### src/rtl/psbd_pkg.sv
// shared types, constants and helpers of the phase switch breakpoint detector
`timescale 1ns / 1ps
`default_nettype none

package psbd_pkg;

    localparam int MAX_MARKERS = 4096;
    localparam int IDX_W       = 12;
    localparam int CNT_W       = 13;
    localparam int PHASE_W     = 2;

    // marker index saturates at the smaller of the sequence bound and the index range
    localparam int IdxLimitInt = ((MAX_MARKERS - 1) > ((1 << IDX_W) - 1))
                                 ? ((1 << IDX_W) - 1) : (MAX_MARKERS - 1);
    localparam logic [IDX_W-1:0] IDX_LIMIT = IDX_W'(IdxLimitInt);
    localparam logic [CNT_W-1:0] CNT_MAX   = {CNT_W{1'b1}};
    localparam logic [CNT_W-1:0] MIN_FLANK_RESET = CNT_W'(1);

    // result queue: one marker can cause up to three results
    localparam int QUEUE_DEPTH = 4;
    localparam int PTR_W       = 2;
    localparam int QCNT_W      = 3;
    localparam int MAX_PUSH    = 3;
    localparam int PUSH_W      = 2;

    typedef struct packed {
        logic [IDX_W-1:0] break_position;
        logic             is_summary;
        logic [CNT_W-1:0] break_total;
        logic             last_result;
    } result_t;

    typedef struct packed {
        logic [QCNT_W-1:0] count;
        logic              room;
    } queue_status_t;

    function automatic logic [CNT_W-1:0] sat_inc(input logic [CNT_W-1:0] v);
        sat_inc = (v == CNT_MAX) ? CNT_MAX : v + CNT_W'(1);
    endfunction

endpackage

`default_nettype wire

### src/rtl/psbd_queue.sv
// result queue that takes up to three results per beat and gives one per beat
`timescale 1ns / 1ps
`default_nettype none

module psbd_queue
(
    input  wire logic                                    clk,
    input  wire logic                                    rst_n,
    input  wire logic [psbd_pkg::PUSH_W-1:0]             push_n,
    input  wire psbd_pkg::result_t [psbd_pkg::MAX_PUSH-1:0] push_data,
    output psbd_pkg::queue_status_t                       status,
    output logic                                         pop_valid,
    input  wire logic                                    pop_ready,
    output psbd_pkg::result_t                             pop_data
);
    import psbd_pkg::*;

    result_t            mem_reg [QUEUE_DEPTH];
    logic [PTR_W-1:0]   wr_ptr_reg;
    logic [PTR_W-1:0]   wr_ptr_next;
    logic [PTR_W-1:0]   rd_ptr_reg;
    logic [PTR_W-1:0]   rd_ptr_next;
    logic [QCNT_W-1:0]  count_reg;
    logic [QCNT_W-1:0]  count_next;
    logic               pop;

    assign pop        = pop_valid && pop_ready;
    assign pop_valid  = (count_reg != '0);
    assign pop_data   = mem_reg[rd_ptr_reg];
    // room for a full three-result burst
    assign status.room  = (count_reg <= QCNT_W'(QUEUE_DEPTH - MAX_PUSH));
    assign status.count = count_reg;

    always_comb
    begin
        wr_ptr_next = wr_ptr_reg + PTR_W'(push_n);
        rd_ptr_next = rd_ptr_reg + PTR_W'(pop);
        count_next  = count_reg + QCNT_W'(push_n) - QCNT_W'(pop);
    end

    always_ff @(posedge clk)
    begin
        for (int k = 0; k < MAX_PUSH; k++)
        begin
            if (k < int'(push_n))
            begin
                mem_reg[wr_ptr_reg + PTR_W'(k)] <= push_data[k];
            end
        end
    end

    always_ff @(posedge clk or negedge rst_n)
    begin
        if (!rst_n)
        begin
            wr_ptr_reg <= '0;
            rd_ptr_reg <= '0;
            count_reg  <= '0;
        end
        else
        begin
            wr_ptr_reg <= wr_ptr_next;
            rd_ptr_reg <= rd_ptr_next;
            count_reg  <= count_next;
        end
    end

endmodule

`default_nettype wire

### src/rtl/phase_switch_breakpoint_detector_core.sv
// top level of the phase switch breakpoint detector
`timescale 1ns / 1ps
`default_nettype none

// a marker beat is taken and its results are written into the result queue for the master side
// throughput: one marker per cycle while the queue holds at most one result; a last marker
//   can cause three results, which the four-entry queue drains one per cycle unless stalled
// reset: rst_n clears all sequence state and the queue, min_flank returns to 1
// all sequence state also returns to its reset value after the summary beat is queued
module phase_switch_breakpoint_detector_core
(
    input  wire logic        clk,
    input  wire logic        rst_n,
    // configuration: min_flank
    input  wire logic        cfg_we,
    input  wire logic [12:0] cfg_wdata,
    // marker stream
    input  wire logic        s_axis_tvalid,
    output logic             s_axis_tready,
    input  wire logic [7:0]  s_axis_tdata,   // [1:0] ref_phase, [3:2] sib_phase, [7:4] zero
    input  wire logic        s_axis_tlast,   // last_marker
    // result stream
    output logic             m_axis_tvalid,
    input  wire logic        m_axis_tready,
    output logic [31:0]      m_axis_tdata,   // [11:0] break_position, [24:12] break_total,
                                             // [31:25] zero
    output logic             m_axis_tuser,   // is_summary
    output logic             m_axis_tlast    // last_result
);
    import psbd_pkg::*;

    // configuration register
    logic [CNT_W-1:0]   min_flank_reg;

    // sequence state
    logic [IDX_W-1:0]   marker_index_reg;
    logic [IDX_W-1:0]   marker_index_next;
    logic               prev_valid_reg;
    logic               prev_valid_next;
    logic               prev_match_reg;
    logic               prev_match_next;
    logic [CNT_W-1:0]   seg_count_reg;
    logic [CNT_W-1:0]   seg_count_next;
    logic               pend_valid_reg;
    logic               pend_valid_next;
    logic [IDX_W-1:0]   pend_pos_reg;
    logic [IDX_W-1:0]   pend_pos_next;
    logic [CNT_W-1:0]   pend_before_reg;
    logic [CNT_W-1:0]   pend_before_next;
    logic [CNT_W-1:0]   acc_count_reg;
    logic [CNT_W-1:0]   acc_count_next;

    // per-beat decode
    logic [PHASE_W-1:0] ref_phase;
    logic [PHASE_W-1:0] sib_phase;
    logic               last_marker;
    logic               accept;
    logic               informative;
    logic               match;
    logic               is_break;
    logic [CNT_W-1:0]   seg_inc;
    logic               dec_prev;       // earlier pending break accepted at this break
    logic               dec_last;       // break pending at the last marker accepted
    logic [CNT_W-1:0]   acc_mid;
    logic               mid_pend_valid;
    logic [IDX_W-1:0]   mid_pend_pos;
    logic [CNT_W-1:0]   mid_pend_before;
    logic [CNT_W-1:0]   mid_seg;

    result_t            res_prev;
    result_t            res_last;
    result_t            res_summary;
    result_t [MAX_PUSH-1:0] push_data;
    logic [PUSH_W-1:0]  push_n;
    queue_status_t      q_status;
    result_t            out_res;

    assign ref_phase   = s_axis_tdata[1:0];
    assign sib_phase   = s_axis_tdata[3:2];
    assign last_marker = s_axis_tlast;
    assign accept      = s_axis_tvalid && s_axis_tready;
    assign s_axis_tready = q_status.room;

    always_comb
    begin
        // a negative phase (sign bit set) is uninformative
        informative = !ref_phase[1] && !sib_phase[1];
        match       = (ref_phase == sib_phase);
        seg_inc     = sat_inc(seg_count_reg);
        is_break    = informative && prev_valid_reg && (match != prev_match_reg);

        // the break marker closes the segment before it and opens an empty one
        dec_prev = is_break && pend_valid_reg && (pend_before_reg >= min_flank_reg)
                   && (seg_inc >= min_flank_reg);
        acc_mid  = dec_prev ? sat_inc(acc_count_reg) : acc_count_reg;

        if (is_break)
        begin
            mid_pend_valid  = 1'b1;
            mid_pend_pos    = marker_index_reg;
            mid_pend_before = seg_inc;
            mid_seg         = '0;
        end
        else
        begin
            mid_pend_valid  = pend_valid_reg;
            mid_pend_pos    = pend_pos_reg;
            mid_pend_before = pend_before_reg;
            mid_seg         = informative ? seg_inc : seg_count_reg;
        end

        // the last marker closes the segment after the pending break
        dec_last = last_marker && mid_pend_valid && (mid_pend_before >= min_flank_reg)
                   && (mid_seg >= min_flank_reg);
        acc_count_next = dec_last ? sat_inc(acc_mid) : acc_mid;

        prev_valid_next  = informative ? 1'b1 : prev_valid_reg;
        prev_match_next  = informative ? match : prev_match_reg;
        seg_count_next   = mid_seg;
        pend_valid_next  = mid_pend_valid;
        pend_pos_next    = mid_pend_pos;
        pend_before_next = mid_pend_before;
        marker_index_next = (marker_index_reg < IDX_LIMIT)
                            ? marker_index_reg + IDX_W'(1) : marker_index_reg;

        // results in order: earlier break, break at last marker, summary
        res_prev.break_position = pend_pos_reg;
        res_prev.is_summary     = 1'b0;
        res_prev.break_total    = '0;
        res_prev.last_result    = !last_marker;

        res_last.break_position = mid_pend_pos;
        res_last.is_summary     = 1'b0;
        res_last.break_total    = '0;
        res_last.last_result    = 1'b0;

        res_summary.break_position = '0;
        res_summary.is_summary     = 1'b1;
        res_summary.break_total    = acc_count_next;
        res_summary.last_result    = 1'b1;

        push_data[0] = dec_prev ? res_prev : (dec_last ? res_last : res_summary);
        push_data[1] = (dec_prev && dec_last) ? res_last : res_summary;
        push_data[2] = res_summary;

        if (accept)
        begin
            push_n = PUSH_W'(dec_prev) + PUSH_W'(dec_last) + PUSH_W'(last_marker);
        end
        else
        begin
            push_n = '0;
        end
    end

    // configuration register
    always_ff @(posedge clk or negedge rst_n)
    begin
        if (!rst_n)
        begin
            min_flank_reg <= MIN_FLANK_RESET;
        end
        else if (cfg_we)
        begin
            min_flank_reg <= cfg_wdata;
        end
    end

    // sequence state, cleared after the summary
    always_ff @(posedge clk or negedge rst_n)
    begin
        if (!rst_n)
        begin
            marker_index_reg <= '0;
            prev_valid_reg   <= 1'b0;
            prev_match_reg   <= 1'b0;
            seg_count_reg    <= '0;
            pend_valid_reg   <= 1'b0;
            pend_pos_reg     <= '0;
            pend_before_reg  <= '0;
            acc_count_reg    <= '0;
        end
        else if (accept)
        begin
            if (last_marker)
            begin
                marker_index_reg <= '0;
                prev_valid_reg   <= 1'b0;
                prev_match_reg   <= 1'b0;
                seg_count_reg    <= '0;
                pend_valid_reg   <= 1'b0;
                pend_pos_reg     <= '0;
                pend_before_reg  <= '0;
                acc_count_reg    <= '0;
            end
            else
            begin
                marker_index_reg <= marker_index_next;
                prev_valid_reg   <= prev_valid_next;
                prev_match_reg   <= prev_match_next;
                seg_count_reg    <= seg_count_next;
                pend_valid_reg   <= pend_valid_next;
                pend_pos_reg     <= pend_pos_next;
                pend_before_reg  <= pend_before_next;
                acc_count_reg    <= acc_count_next;
            end
        end
    end

    // result queue parts the marker side from the result side
    psbd_queue u_queue
    (
        .clk       (clk),
        .rst_n     (rst_n),
        .push_n    (push_n),
        .push_data (push_data),
        .status    (q_status),
        .pop_valid (m_axis_tvalid),
        .pop_ready (m_axis_tready),
        .pop_data  (out_res)
    );

    assign m_axis_tdata = {7'b0, out_res.break_total, out_res.break_position};
    assign m_axis_tuser = out_res.is_summary;
    assign m_axis_tlast = out_res.last_result;

`ifndef SYNTHESIS
    // a finished sequence leaves no state behind
    assert property (@(posedge clk) disable iff (!rst_n)
        (accept && last_marker) |=> (marker_index_reg == '0 && !pend_valid_reg
                                     && acc_count_reg == '0 && !prev_valid_reg))
        else $error("sequence state not cleared after last marker");

    // queue never holds more than its depth
    assert property (@(posedge clk) disable iff (!rst_n)
        q_status.count <= QCNT_W'(QUEUE_DEPTH))
        else $error("result queue overflow");

    // the summary beat always closes the results of its marker
    assert property (@(posedge clk) disable iff (!rst_n)
        (m_axis_tvalid && m_axis_tuser) |-> m_axis_tlast)
        else $error("summary beat without last_result");

    // a breakpoint beat carries no total
    assert property (@(posedge clk) disable iff (!rst_n)
        (m_axis_tvalid && !m_axis_tuser) |-> (m_axis_tdata[24:12] == '0))
        else $error("breakpoint beat with nonzero total");
`endif

endmodule

`default_nettype wire
### config.mk
export PLATFORM = sky130hd
export DESIGN_NAME = phase_switch_breakpoint_detector_core
export DESIGN_NICKNAME = d
export VERILOG_FILES = /design/src/rtl/psbd_pkg.sv /design/src/rtl/psbd_queue.sv /design/src/rtl/phase_switch_breakpoint_detector_core.sv
export SDC_FILE = /design/constraint.sdc
export NUM_CORES = 1
export LEC_CHECK = 0
export BUFFER_PORTS_ARGS = -buffer_cell sky130_fd_sc_hd__buf_2
export CAP_MARGIN = 15
export CORE_UTILIZATION = 40
export DETAILED_ROUTE_END_ITERATION = 8
export SYNTH_ARGS = -nofsm -noshare
export SYNTH_HDL_FRONTEND = slang
export SYNTH_SLANG_ARGS = --single-unit
### constraint.sdc
create_clock -name clk -period 7.8 [get_ports clk]
set_input_delay 1.56 -clock clk [delete_from_list [all_inputs] [get_ports clk]]
set_output_delay 1.56 -clock clk [all_outputs]
set_load 0.01 [all_outputs]
Yosys cells after proc, flatten, opt, wreduce, memory -nomap -nowiden. Memories as Yosys holds them, arrays and structs flattened. Cells that the tools add are included.

Bitwise operators: 0. Reduce and logical (&&, ||, !) cells: 20. Multipliers: 0. $add $sub $neg: 12. Shift operators: 0. Muxes and demuxes: 31. $lt $le $gt $ge: 9. Equal/unequal tests: 5. Divide/modulo/power cells: 0.

Operators with widths (number): $mux 13 (11); $mux 27 (3); $ge 13x13->1 (4); $mux 12 (4); $add 13x1->13 const B (3); $eq 13x13->1 const B (3); $add 12x1->12 const B (1); $logic_and 1x1->1 (12); $lt 12x12->1 const B (1); $mux 1 (12); $add 2x1->2 (2); $lt 1x2->1 const A (2); $reduce_and 2->1 (2); $reduce_bool 2->1 (2); $add 3x2->3 (1); $le 3x1->1 const B (1); $logic_not 1->1 (3); $reduce_bool 3->1 (1); $sub 3x1->3 (1); $add 1x1->2 (1); $add 2x1->2 const B (1); $add 2x2->2 (1); $add 2x2->2 const B (1); $eq 2x2->1 (1); other kinds (3) (3).

Bits in read-only memories: 0. Output and inout port bits: 36. Bits in writable memories: 108. Input port bits: 27. Memories kept: 1. Register bits: 86. Bits in latches: 0. Logic and storage cells: 90.

Memory list: u_queue.mem_reg (words 4, width 27, rd ports 1, clocked after Yosys merged registers in 0, write ports 3, line psbd_queue.sv:18) `result_t mem_reg [QUEUE_DEPTH];`.

Depth between registers and ports, before layout. Gate-level depths: netlist of run 1.

Depth after elaboration: 14. Gate-level depth with buffers: 27. Gate-level depth less buffers: 24.

Modules after synthesis. Synthesis of run 1 repeated with hierarchy kept, for this count alone.

Cell total of the unflattened synthesis: 1485. Area total of the unflattened synthesis: 13190.2 um2.

Modules (own cells, without submodules): psbd_queue (cells each 670, seq. area each 3418.3 um2, area each 6598.8 um2, times used 1); phase_switch_breakpoint_detector_core (cells each 815, seq. area each 1978.1 um2, area each 6591.3 um2, times used 1).

Worst setup path after synthesis of run 1. OpenSTA, ideal clock, no wires.

Path kind: in2reg. Start: in s_axis_tdata[1]. End: mem u_queue.mem_reg[0][10] (netlist bit) (enable). Slack: 610 ps. Arrival: 6834 ps. Buffers on the path: 5. Required time: 7444 ps. Library setup time: 356 ps. Stages on the path: 23. Cell sequence: inv_1 > ha_1 > nor4_1 > or2_1 > buf_2 > buf_2 > buf_1 > buf_1 > a311oi_1 > ha_1 > a21o_1 > a21o_1 > a221oi_1 > o211ai_1 > o211ai_1 > inv_1 > fa_1 > and3_1 > nor2_1 > nor3_1 > nor2_1 > clkbuf_1 > nand2_1.

RTL lines: start: declaration (line phase_switch_breakpoint_detector_core.sv:20) `input wire logic [7:0] s_axis_tdata,`; end: declaration (line psbd_queue.sv:18).

==> results of run 1 <==
-- final cells by class --
class / instances / area, µm²
clock inverter: 14 / 164
multi-input combinational: 904 / 6490
sequential: 194 / 4840
inverter: 36 / 138
timing repair buffer: 78 / 460
clock buffer: 18 / 439
fill: 2725 / 15900
tap: 384 / 480
-- stage by stage --
step	cell area, µm²	utilization (%)	worst slack [ns]	instances	hold slack, ns
floorplan	11900	-	0.610	1229	0.437
global placement	12400	42.8	0.396	1594	0.446
detailed placement	12400	42.8	0.217	1594	0.452
CTS	13000	44.9	0.673	1626	0.462
global route	13000	45.0	0.113	1628	0.489
finish	13000	45.0	0.537	1628	0.460
-- power groups by stage --
stage,clock network (mW),logic (mW),registers (mW)
3_5_place_dp,0,0.643,1.26
4_1_cts,0.918,0.646,1.24
2_1_floorplan,0,0.511,1.18
5_1_grt,0.964,0.714,1.26
3_3_place_gp,0,0.630,1.26
6_report,0.902,0.643,1.25
-- layer usage --
layer  up-vias  GRT usage, %  wire, µm
met1      4869          31.4     15100
met2       393          34.8     15200
met5         -             0         0
met3        44          3.02      1870
li1       4655             -         -
met4         0          6.43       665
-- how the worst max path moves through the flow --
stage | end | slack, ns | cells after the start
6_report | u_queue.mem_reg[2][5]$_DFFE_PP_ | 0.54 | 19
5_1_grt | u_queue.mem_reg[2][5]$_DFFE_PP_ | 0.11 | 19
4_1_cts | u_queue.mem_reg[2][5]$_DFFE_PP_ | 0.67 | 19
3_5_place_dp | u_queue.mem_reg[2][4]$_DFFE_PP_ | 0.22 | 19
3_3_place_gp | u_queue.mem_reg[2][4]$_DFFE_PP_ | 0.40 | 19
2_1_floorplan | u_queue.mem_reg[0][10]$_DFFE_PP_ | 0.61 | 23
-- cell usage after synthesis, types with 14 or more instances --
library cell | instances | share of area (%)
ha_1 | 62 | 6.6
o21ai_0 | 68 | 2.9
nand2_1 | 162 | 5.1
a32o_1 | 40 | 3.4
nand3_1 | 35 | 1.5
and3_1 | 15 | 0.79
a21oi_1 | 85 | 3.6
nor3_1 | 15 | 0.63
buf_1 | 14 | 0.44
mux2i_1 | 15 | 1.3
edfxtp_1 | 52 | 13
a22oi_1 | 33 | 2.1
inv_1 | 35 | 1.1
dfxtp_1 | 56 | 9.5
mux4_2 | 27 | 5.1
dfrtp_1 | 85 | 18
nor2_1 | 65 | 2.1
a22o_1 | 48 | 3.6
xnor2_1 | 19 | 1.4
nand4_1 | 15 | 0.79
clkbuf_1 | 63 | 2.0
-- kinds of logic (layout without fill, tap and decap cells) --
family	count (synthesis)	count (layout)	synth area share, %
flops	194	194	40.9
xor+xnor	29	29	2.15
other cells	1	7	0.0317
fa+ha+maj	64	64	6.89
simple gates	367	367	14.8
compound gates	392	392	23.9
mux	45	45	6.74
buf+inv	131	146	4.62
-- critical path, cell delays in order --
cell      delay (ns)
buf_2           0.08
inv_1           0.03
ha_1            0.34
nor4_1          0.57
or2_2           0.60
o21ai_0         0.17
ha_1            0.29
nand2b_1        0.09
a21oi_1         0.07
o21a_1          0.19
o31ai_1         0.27
o211ai_1        0.23
inv_1           0.15
fa_1            0.16
and3_1          0.22
inv_1           0.14
nor3_1          0.77
and2_1          0.72
or3_1           0.66
==> summary.md, run 1 <==
| Metric | Value |
|---|---|
| Run status | `completed` |
| 1st-pass router iterations | `6` |
| CTS root buffer | `clkbuf_16` |
| Top FF cell, synth | `dfrtp_1` |
| Setup violators final | `0` |
| WL/cell | `20.1 µm` |
| # nets final | `1322` |
| Crit path max fanout | `30` |
| CTS H-Tree Depth | `4` |
| Max-capacitance violation count | `0` |
| Unique cell type count in the Yosys netlist | `91` |
| Layout area overhead | `9.94%` |
| Reg clk slew, reported paths | `0.09 ns` |
| ANT cells | `0` |
| Final Critical Period | `7.26 ns` |
| Worst vdd ir | `0.000146 V` |
| Vias in the first global route | `9447` |
| DRC | `0` |
| Comb pwr share | `23.0%` |
| RSZ-0062 raised after global routing | `false` |
| Synth Cell Area | `11800 µm²` |
| Final WL | `32.8 mm` |
| Vias post-DR | `9961` |
| Die height | `174 µm` |
| Actual slew at the worst max-slew pin | `1.18 ns` |
| First-pass GRT wire length | `52.9 mm` |
| Psw | `939 µW` |
| Count of state elements after synthesis | `194` |
| Total grt overflow | `0` |
| CTS Hold Bufs | `0` |
| TritonCTS clock tree | `yes` |
| Slew Limit Headroom | `20.9%` |
| Post-CTS sizing | `0` |
| RR Endpoint | `u_queue.mem_reg[2][5]$_DFFE_PP_` |
| Placed wire-length estimate | `22.2 mm` |
| Post-CTS setup buffers | `0` |
| Hold EP | `u_queue.mem_reg[1][21]$_SDFFE_PP0P_` |
| Clk pwr share | `32.3%` |
| PD cells | `214 nW/µm²` |
| Synth Warn # | `0` |
| Leak Pwr | `5.22 nW` |
| Total Power | `2.79 mW` |
| Die X | `174 µm` |
| Initial Util | `40.9%` |
| Total GRT Usage | `22.0%` |
| Largest register FFs | `108` |
| Worst r2r path cells | `21` |
| Post-Syn Area per Cell | `9.68 µm²` |
| Antenna violations before repair | `0` |
| Final period util | `93.1%` |
| Number of enable flip-flop cells after synthesis | `52` |
| Clk_skew | `0.0234 ns` |
| Flop pwr share | `44.6%` |
| Most common cell after layout, fill and taps aside | `nand2_1` |
| Routed Antenna Nets | `0` |
| I/O pin count | `63` |
| Hold WC Path Type | `reg -> reg` |
| CTS Sinks | `194` |
| Crit path launch type | `input port` |
| Min-Delay Path Depth | `2` |
| CP Data Arrival Time | `7.33 ns` |
| Pin count of the biggest net entering global routing | `65` |
| CP Launch Point | `s_axis_tdata[1]` |
| Seq/Total Area, Yosys | `40.9%` |
| Cells after synthesis | `1223` |
| HP Start | `u_queue.mem_reg[1][21]$_SDFFE_PP0P_` |
| I/O Buffers | `51` |
| Worst R2R Start | `seg_count_reg[2]$_DFFE_PN0P_` |
| Die area | `30300 µm²` |
| Fmax | `138 MHz` |
| Core ar. | `28900 µm²` |
| RD Place Congestion | `0.874` |
| R2R setup slack | `1.06 ns` |
| Most frequent cells in the layout | `nand2_1 (162), a21oi_1 (85), dfrtp_1 (84), o21ai_0 (67), nor2_1 (64)` |
| Initial DRC Count | `1187` |
| Final hold violation count | `0` |
| Post-route setup TNS | `0 ns` |
| Floorplan row count | `62` |
| Critical path required time | `7.87 ns` |
| Final Slew Violations | `0` |
| FFs w/ async S/R, synth | `44.3%` |
| Switching share of power | `33.6%` |
| Vias per inst | `6.12` |
| Maximum buffer depth of the clock tree | `2` |
| Worst-Skew Late Latency | `0.45 ns` |
| Critical path capture point type | `flip-flop` |
| Pint | `1.85 mW` |
| Fraction of layout cells with a size suffix above 1 | `14.1%` |
| Number of CTS-inserted buffers | `17` |
| Critical path class | `in -> reg` |
Power figures use the tool's default switching activity.
==> run 2, diff against run 1 <==
--- a/config.mk
+++ b/config.mk
@@ -9,6 +9,7 @@
 export CAP_MARGIN = 15
 export CORE_UTILIZATION = 40
 export DETAILED_ROUTE_END_ITERATION = 8
+export PLACE_DENSITY = 0.59
 export SYNTH_ARGS = -nofsm -noshare
 export SYNTH_HDL_FRONTEND = slang
 export SYNTH_SLANG_ARGS = --single-unit
==> summary.md, run 2 (synthesis gave the netlist of run 1 again) <==
| Metric | Value |
|---|---|
| Final WL | `32.8 mm (about the same)` |
| Worst-Skew Late Latency | `0.45 ns (about the same)` |
| Leak Pwr | `5.22 nW (about the same)` |
| Floorplan row count | `62 (unchanged)` |
| RD Place Congestion | `0.838 (-4.2%)` |
| Most frequent CP cell | `inv_1` |
| Fin area | `13000 µm² (about the same)` |
| Die X | `174 µm (unchanged)` |
| Fmax | `140 MHz (+1.9%)` |
| ANT cells | `0 (unchanged)` |
| Total grt overflow | `0 (unchanged)` |
| Critical path required time | `7.87 ns (about the same)` |
| Antenna violations before repair | `0 (unchanged)` |
| I/O Buffers | `51 (unchanged)` |
| Initial DRC Count | `955 (-20%)` |
| Post-route setup TNS | `0 ns (unchanged)` |
| Pre-CTS setup slack | `0.232 ns (+0.0156 ns)` |
| Slew Limit Headroom | `34.1% (+13 points)` |
| WP depth | `19 (unchanged)` |
| Post-route setup slack | `0.672 ns (+0.135 ns)` |
| Worst R2R Start | `seg_count_reg[2]$_DFFE_PN0P_` |
| CTS root buffer | `clkbuf_16` |
| Min-Delay Path Depth | `2 (unchanged)` |
| TritonCTS clock tree | `yes` |
| Total Power | `2.79 mW (about the same)` |
| Fraction of layout cells with a size suffix above 1 | `14.1% (unchanged)` |
| Worst path slowest cell | `and2_1` |
| WL/cell | `20.1 µm (about the same)` |
| PD cells | `215 nW/µm² (+0.11%)` |
| Hold WC Path Type | `reg -> reg` |
| # nets final | `1322 (unchanged)` |
| Vias post-DR | `9819 (-1.4%)` |
| Pin count of the biggest net entering global routing | `67 (+3.1%)` |
| Final Critical Period | `7.13 ns (-0.135 ns)` |
| Layout area overhead | `9.89% (about the same)` |
| Post-route insts no fill | `1628 (unchanged)` |
| First-pass GRT wire length | `52.9 mm (-0.13%)` |
| Vias in the first global route | `9601 (+1.6%)` |
| Placed Area | `12400 µm² (about the same)` |
| Final period util | `91.4% (-1.7 points)` |
| Critical path's top delay family | `simple AND/OR/NAND/NOR gates` |
| RSZ-0062 raised after global routing | `false` |
| Clk_skew | `0.0268 ns (+0.00342 ns)` |
| Critical path capture point type | `flip-flop` |
| Placed wire-length estimate | `22.5 mm (+1.1%)` |
| Routed Antenna Nets | `0 (unchanged)` |
| Most common cell after layout, fill and taps aside | `nand2_1` |
| Crit path launch type | `input port` |
| Buf/Inv on CP | `4 (unchanged)` |
| R2R setup slack | `1.10 ns (+0.04 ns)` |
| RR Endpoint | `u_queue.mem_reg[2][8]$_DFFE_PP_` |
| Max-capacitance violation count | `0 (unchanged)` |
| I/O pin count | `63 (unchanged)` |
| Crit path max fanout | `30 (unchanged)` |
| DRC | `0 (unchanged)` |
| Critical path class | `in -> reg` |
| Worst vdd ir | `0.000137 V (-6.2%)` |
| Die height | `174 µm (unchanged)` |
| Reg clk slew, reported paths | `0.09 ns (about the same)` |
| Vias per inst | `6.03 (-1.4%)` |
| CTS Hold Bufs | `0 (unchanged)` |
| Number of CTS-inserted buffers | `17 (unchanged)` |
| Largest register FFs | `108 (unchanged)` |
| Worst setup endpoint | `u_queue.mem_reg[2][8]$_DFFE_PP_` |
| Most frequent cells in the layout | `nand2_1 (162), a21oi_1 (85), dfrtp_1 (84), o21ai_0 (67), nor2_1 (64)` |
| Core ar. | `28900 µm² (unchanged)` |
| CTS H-Tree Depth | `4 (unchanged)` |
| Die area | `30300 µm² (unchanged)` |
| Total GRT Usage | `22.0% (-0.066 points)` |
| Post-CTS setup buffers | `0 (unchanged)` |
| Run status | `completed` |
| CP Launch Point | `s_axis_tdata[1]` |
| Maximum buffer depth of the clock tree | `2 (unchanged)` |
| Setup violators final | `0 (unchanged)` |
| Final Slew Violations | `0 (unchanged)` |
| Placed cells | `1595 (+0.063%)` |
| Initial Util | `40.9% (unchanged)` |
| Post-CTS sizing | `0 (unchanged)` |
| Final hold violation count | `0 (unchanged)` |
| 1st-pass router iterations | `5 (-1)` |
| Fin util | `45.0% (about the same)` |
| CTS Sinks | `194 (unchanged)` |
| Actual slew at the worst max-slew pin | `0.989 ns (-0.192 ns)` |
| Critical path's largest stage delay | `0.72 ns (-0.05 ns)` |
| Worst r2r path cells | `21 (unchanged)` |
| Cell Chain, Critical Path | `buf_2, inv_1, ha_1, nor4_1, or2_2, o21ai_0, ha_1, nand2b_1, a21oi_1, o21a_1, o31ai_1, o211ai_1, inv_1, fa_1, and3_1, inv_1, nor3_1, and2_1, or3_1` |
| CP Data Arrival Time | `7.20 ns (-0.13 ns)` |
| Fin Hold WS | `0.462 ns (+0.00276 ns)` |
[run 2: metal layers]
| layer | up-vias | share of wire, % | track usage [%] |
|---|---|---|---|
| met5 | - | 0 | 0 |
| met4 | 0 | 1.9 | 7.05 |
| met3 | 44 | 6.0 | 3.08 |
| met2 | 357 | 47 | 35.7 |
| met1 | 4775 | 45 | 30.2 |
| li1 | 4643 | - | - |
[run 2: how the worst min path moves through the flow]
stage / start / to / slack [ns]
global route: u_queue.mem_reg[1][15]$_SDFFE_PP0P_ / u_queue.mem_reg[1][15]$_SDFFE_PP0P_ / 0.49
detailed placement: u_queue.mem_reg[1][19]$_SDFFE_PP0P_ / u_queue.mem_reg[1][19]$_SDFFE_PP0P_ / 0.45
CTS: u_queue.mem_reg[1][19]$_SDFFE_PP0P_ / u_queue.mem_reg[1][19]$_SDFFE_PP0P_ / 0.46
finish: u_queue.mem_reg[1][22]$_SDFFE_PP0P_ / u_queue.mem_reg[1][22]$_SDFFE_PP0P_ / 0.46
global placement: u_queue.mem_reg[1][22]$_SDFFE_PP0P_ / u_queue.mem_reg[1][22]$_SDFFE_PP0P_ / 0.45
floorplan: u_queue.mem_reg[1][15]$_SDFFE_PP0P_ / u_queue.mem_reg[1][15]$_SDFFE_PP0P_ / 0.44
[run 2: layout make-up]
type / instances / area, µm²
Clock buffer: 17 / 425
Clock inverter: 15 / 175
Fill cell: 2788 / 15900
Inverter: 36 / 138
Multi-Input combinational cell: 904 / 6490
Sequential cell: 194 / 4840
Tap cell: 384 / 480
Timing Repair Buffer: 78 / 458
[run 2: worst min-delay path, delay by kind of cell (launching register included)]
family / cells / cell delay [ns]
flip-flops: 1 / 0.32
AND/OR/NAND/NOR: 1 / 0.05
AO/OA/AOI/OAI: 1 / 0.05
[run 2: power breakdown]
| group | switching, mW | internal, mW |
|---|---|---|
| clock network | 0.457 | 0.449 |
| logic | 0.357 | 0.287 |
| registers | 0.120 | 1.12 |
==> run 3, diff against run 2 <==
--- a/config.mk
+++ b/config.mk
@@ -5,6 +5,7 @@
 export SDC_FILE = /design/constraint.sdc
 export NUM_CORES = 1
 export LEC_CHECK = 0
+export ABC_AREA = 1
 export BUFFER_PORTS_ARGS = -buffer_cell sky130_fd_sc_hd__buf_2
 export CAP_MARGIN = 15
 export CORE_UTILIZATION = 40
==> summary.md, run 3 <==
| Metric | Value |
|---|---|
| Final Critical Period | `6.93 ns (-0.199 ns)` |
| Initial DRC Count | `1004 (+5.1%)` |
| CP Data Arrival Time | `7.27 ns (+0.07 ns)` |
| Total grt overflow | `0 (unchanged)` |
| Critical path capture point type | `flip-flop` |
| Routed Antenna Nets | `0 (unchanged)` |
| Top-area cell type share of the netlist area | `17.4% (-0.54 points)` |
| R2R setup slack | `0.98 ns (-0.12 ns)` |
| Post-Syn Area per Cell | `7.27 µm² (-25%)` |
| CTS Sinks | `194 (unchanged)` |
| Met1 Usage GRT | `31.3% (+1.1 points)` |
| Fmax | `144 MHz (+2.9%)` |
| Synth Warn # | `0 (unchanged)` |
| Critical path class | `in -> reg` |
| Largest area contributor in the netlist | `dfrtp_1` |
| Final period util | `88.8% (-2.6 points)` |
| Layout area overhead | `10.1%` |
| Fin area | `13400 µm² (+3.3%)` |
| Vias per inst | `5.45 (-9.6%)` |
| Antenna violations before repair | `0 (unchanged)` |
| Worst-Skew Late Latency | `0.45 ns (about the same)` |
| CTS H-Tree Depth | `4 (unchanged)` |
| Seq/Total Area, Yosys | `39.6% (-1.2 points)` |
| Die area | `31200 µm² (+3.0%)` |
| I/O Buffers | `51 (unchanged)` |
| Largest register FFs | `108 (unchanged)` |
| Max-capacitance violation count | `0 (unchanged)` |
| RD Place Congestion | `0.886 (+5.8%)` |
| Total GRT Usage | `23.8% (+1.8 points)` |
| Worst setup endpoint | `u_queue.mem_reg[2][0]$_SDFFE_PP1P_` |
| I/O pin count | `63 (unchanged)` |
| Worst r2r path cells | `25 (+19%)` |
| Reg clk slew, reported paths | `0.08 ns (about the same)` |
| CTS root buffer | `clkbuf_16` |
| Crit path launch type | `input port` |
| Grt peak-use layer | `met2` |
| First-pass GRT wire length | `58.0 mm (+9.8%)` |
| Fraction of layout cells with a size suffix above 1 | `8.54% (-5.5 points)` |
| RR Endpoint | `u_queue.mem_reg[2][0]$_SDFFE_PP1P_` |
| Setup violators final | `0 (unchanged)` |
| Critical path required time | `8.14 ns (+0.27 ns)` |
| Worst vdd ir | `0.000147 V (+7.3%)` |
| Die X | `177 µm (+1.5%)` |
| Post-route setup TNS | `0 ns (unchanged)` |
| Post-CTS setup buffers | `0 (unchanged)` |
| Final WL | `36.0 mm (+9.9%)` |
| Crit path max fanout | `36 (+20%)` |
| Vias post-DR | `11500 (+17%)` |
| FFs w/ async S/R, synth | `44.3% (unchanged)` |
| PD cells | `286 nW/µm² (+33%)` |
| Cells after synthesis | `1679 (+37%)` |
| Synth Cell Area | `12200 µm² (+3.1%)` |
| Vias in the first global route | `10900 (+14%)` |
| Main area contributors after synthesis | `dfrtp_1 (17%), nand2_1 (14%), edfxtp_1 (13%)` |
| TritonCTS clock tree | `yes` |
| Fin util | `45.1% (+0.14 points)` |
| Unique cell type count in the Yosys netlist | `56 (-38%)` |
| Initial Util | `41.0% (about the same)` |
| Most common cell after layout, fill and taps aside | `nand2_1` |
| Number of CTS-inserted buffers | `17 (unchanged)` |
| WL/cell | `17.0 µm (-15%)` |
| Clk_skew | `0.0177 ns (-0.00909 ns)` |
| CTS Hold Bufs | `0 (unchanged)` |
| Worst R2R Start | `seg_count_reg[1]$_DFFE_PN0P_` |
| Grt met3 use | `3.46% (+0.37 points)` |
| Core ar. | `29800 µm² (+3.0%)` |
| Run status | `completed` |
| # nets final | `1800 (+36%)` |
| Top FF cell, synth | `dfrtp_1` |
| ANT cells | `0 (unchanged)` |
| M2 GR Usage | `40.3% (+4.7 points)` |
| Placed Area | `12900 µm² (+3.8%)` |
| Number of enable flip-flop cells after synthesis | `52 (unchanged)` |
| Pin count of the biggest net entering global routing | `56 (-16%)` |
| Post-CTS sizing | `0 (unchanged)` |
| Leak Pwr | `5.97 nW (+14%)` |
| Hold WC Path Type | `reg -> reg` |
| Final hold violation count | `0 (unchanged)` |
| Slew Limit Headroom | `19.4% (-15 points)` |
| Actual slew at the worst max-slew pin | `1.20 ns (+0.216 ns)` |
| Count leader, synth | `nand2_1` |
| CP Launch Point | `s_axis_tdata[1]` |
| Floorplan row count | `63 (+1.6%)` |
| 1st-pass router iterations | `5 (unchanged)` |
| Final Slew Violations | `0 (unchanged)` |
| Die height | `177 µm (+1.5%)` |
| Most frequent cells in the layout | `nand2_1 (448), inv_1 (171), nor2_1 (169), o21ai_0 (165), dfrtp_1 (85)` |
| Placed wire-length estimate | `24.3 mm (+8.3%)` |
| RSZ-0062 raised after global routing | `false` |
| Maximum buffer depth of the clock tree | `2 (unchanged)` |
| DRC | `0 (unchanged)` |
| Count of state elements after synthesis | `194 (unchanged)` |
| Post-synth top cells | `nand2_1 (448), inv_1 (171), nor2_1 (171)` |
[run 3: cell types whose count changed in the layout (fill, tap and decap cells not counted), moves of 15 or more]
cell	delta
nand2_1	+286
xnor2_1	-15
a32o_1	-39
inv_1	+136
o22ai_1	+57
a22o_1	-46
o21ai_0	+98
nand3_1	+17
and3_1	-15
a22oi_1	-33
mux4_2	-27
nor2_1	+105
[run 3: critical path, stage by stage]
cell	delay (ns)
buf_2	0.07
inv_1	0.03
ha_1	0.27
inv_1	0.07
nand4_1	0.14
nand3_4	0.23
buf_4	0.40
o21ai_0	0.17
a21oi_1	0.21
ha_1	0.29
a21oi_1	0.13
o21ai_0	0.10
a21oi_1	0.14
nand2_1	0.07
nor2_1	0.15
nor2_1	0.09
fa_1	0.42
inv_1	0.18
nor2_1	0.16
nor2_1	0.21
nor2_1	0.08
nor2_1	0.90
inv_1	0.19
nor2_1	0.28
inv_1	0.37
o21ai_0	0.26
inv_1	0.06
[run 3: metal layers]
| metal | vias up | wire length (µm) |
|---|---|---|
| met5 | - | 0 |
| met4 | 0 | 474 |
| met2 | 411 | 17200 |
| met3 | 45 | 2320 |
| met1 | 5381 | 16000 |
| li1 | 5678 | - |
[run 3: cell families after synthesis]
logic type,share of synthesized area [%]
other,0.0307
adders and majority gates,6.69
muxes,0.174
DFF,39.6
and+or+nand+nor,25.4
buffers and inverters,8.29
AOI/OAI and AO/OA,18.1
xor gates and xnor gates,1.65
[run 3: cell type report]
cell class              count  area [µm²]
repair buffers             82         490
well taps                 390         488
clock inverters            12         119
inverters                 180         676
multi-input cells        1234        6380
clock buffers              20         447
fillers                  3001       16400
flip-flops and latches    194        4840
[run 3: worst min-delay path by stage]
stage	startpoint	endpoint	slack, ns	depth (start not counted)
after floorplan	u_queue.mem_reg[2][14]$_SDFFE_PP1P_	u_queue.mem_reg[2][14]$_SDFFE_PP1P_	0.43	2
after global placement	u_queue.mem_reg[2][14]$_SDFFE_PP1P_	u_queue.mem_reg[2][14]$_SDFFE_PP1P_	0.44	2
after detailed placement	u_queue.mem_reg[3][14]$_SDFFE_PP1P_	u_queue.mem_reg[3][14]$_SDFFE_PP1P_	0.45	2
after CTS	u_queue.mem_reg[2][14]$_SDFFE_PP1P_	u_queue.mem_reg[2][14]$_SDFFE_PP1P_	0.46	2
after global routing	u_queue.mem_reg[1][21]$_SDFFE_PP0P_	u_queue.mem_reg[1][21]$_SDFFE_PP0P_	0.49	2
final	u_queue.mem_reg[2][14]$_SDFFE_PP1P_	u_queue.mem_reg[2][14]$_SDFFE_PP1P_	0.46	2
[run 3: power by group]
part           total (mW)  switching, mW  internal [mW]
Clock               0.878          0.421          0.457
Combinational        1.61           1.05          0.555
Sequential           1.36          0.122           1.24
Total                3.85           1.59           2.25
[run 3: through the flow]
stage	hold WS (ns)	power [mW]	cells	setup WS [ns]
2_1_floorplan	0.425	2.49	1685	1.58
3_3_place_gp	0.443	2.96	2080	0.390
3_5_place_dp	0.448	2.99	2080	0.393
4_1_cts	0.461	3.87	2112	0.849
5_1_grt	0.486	4.15	2112	0.372
6_report	0.463	3.85	2112	0.871
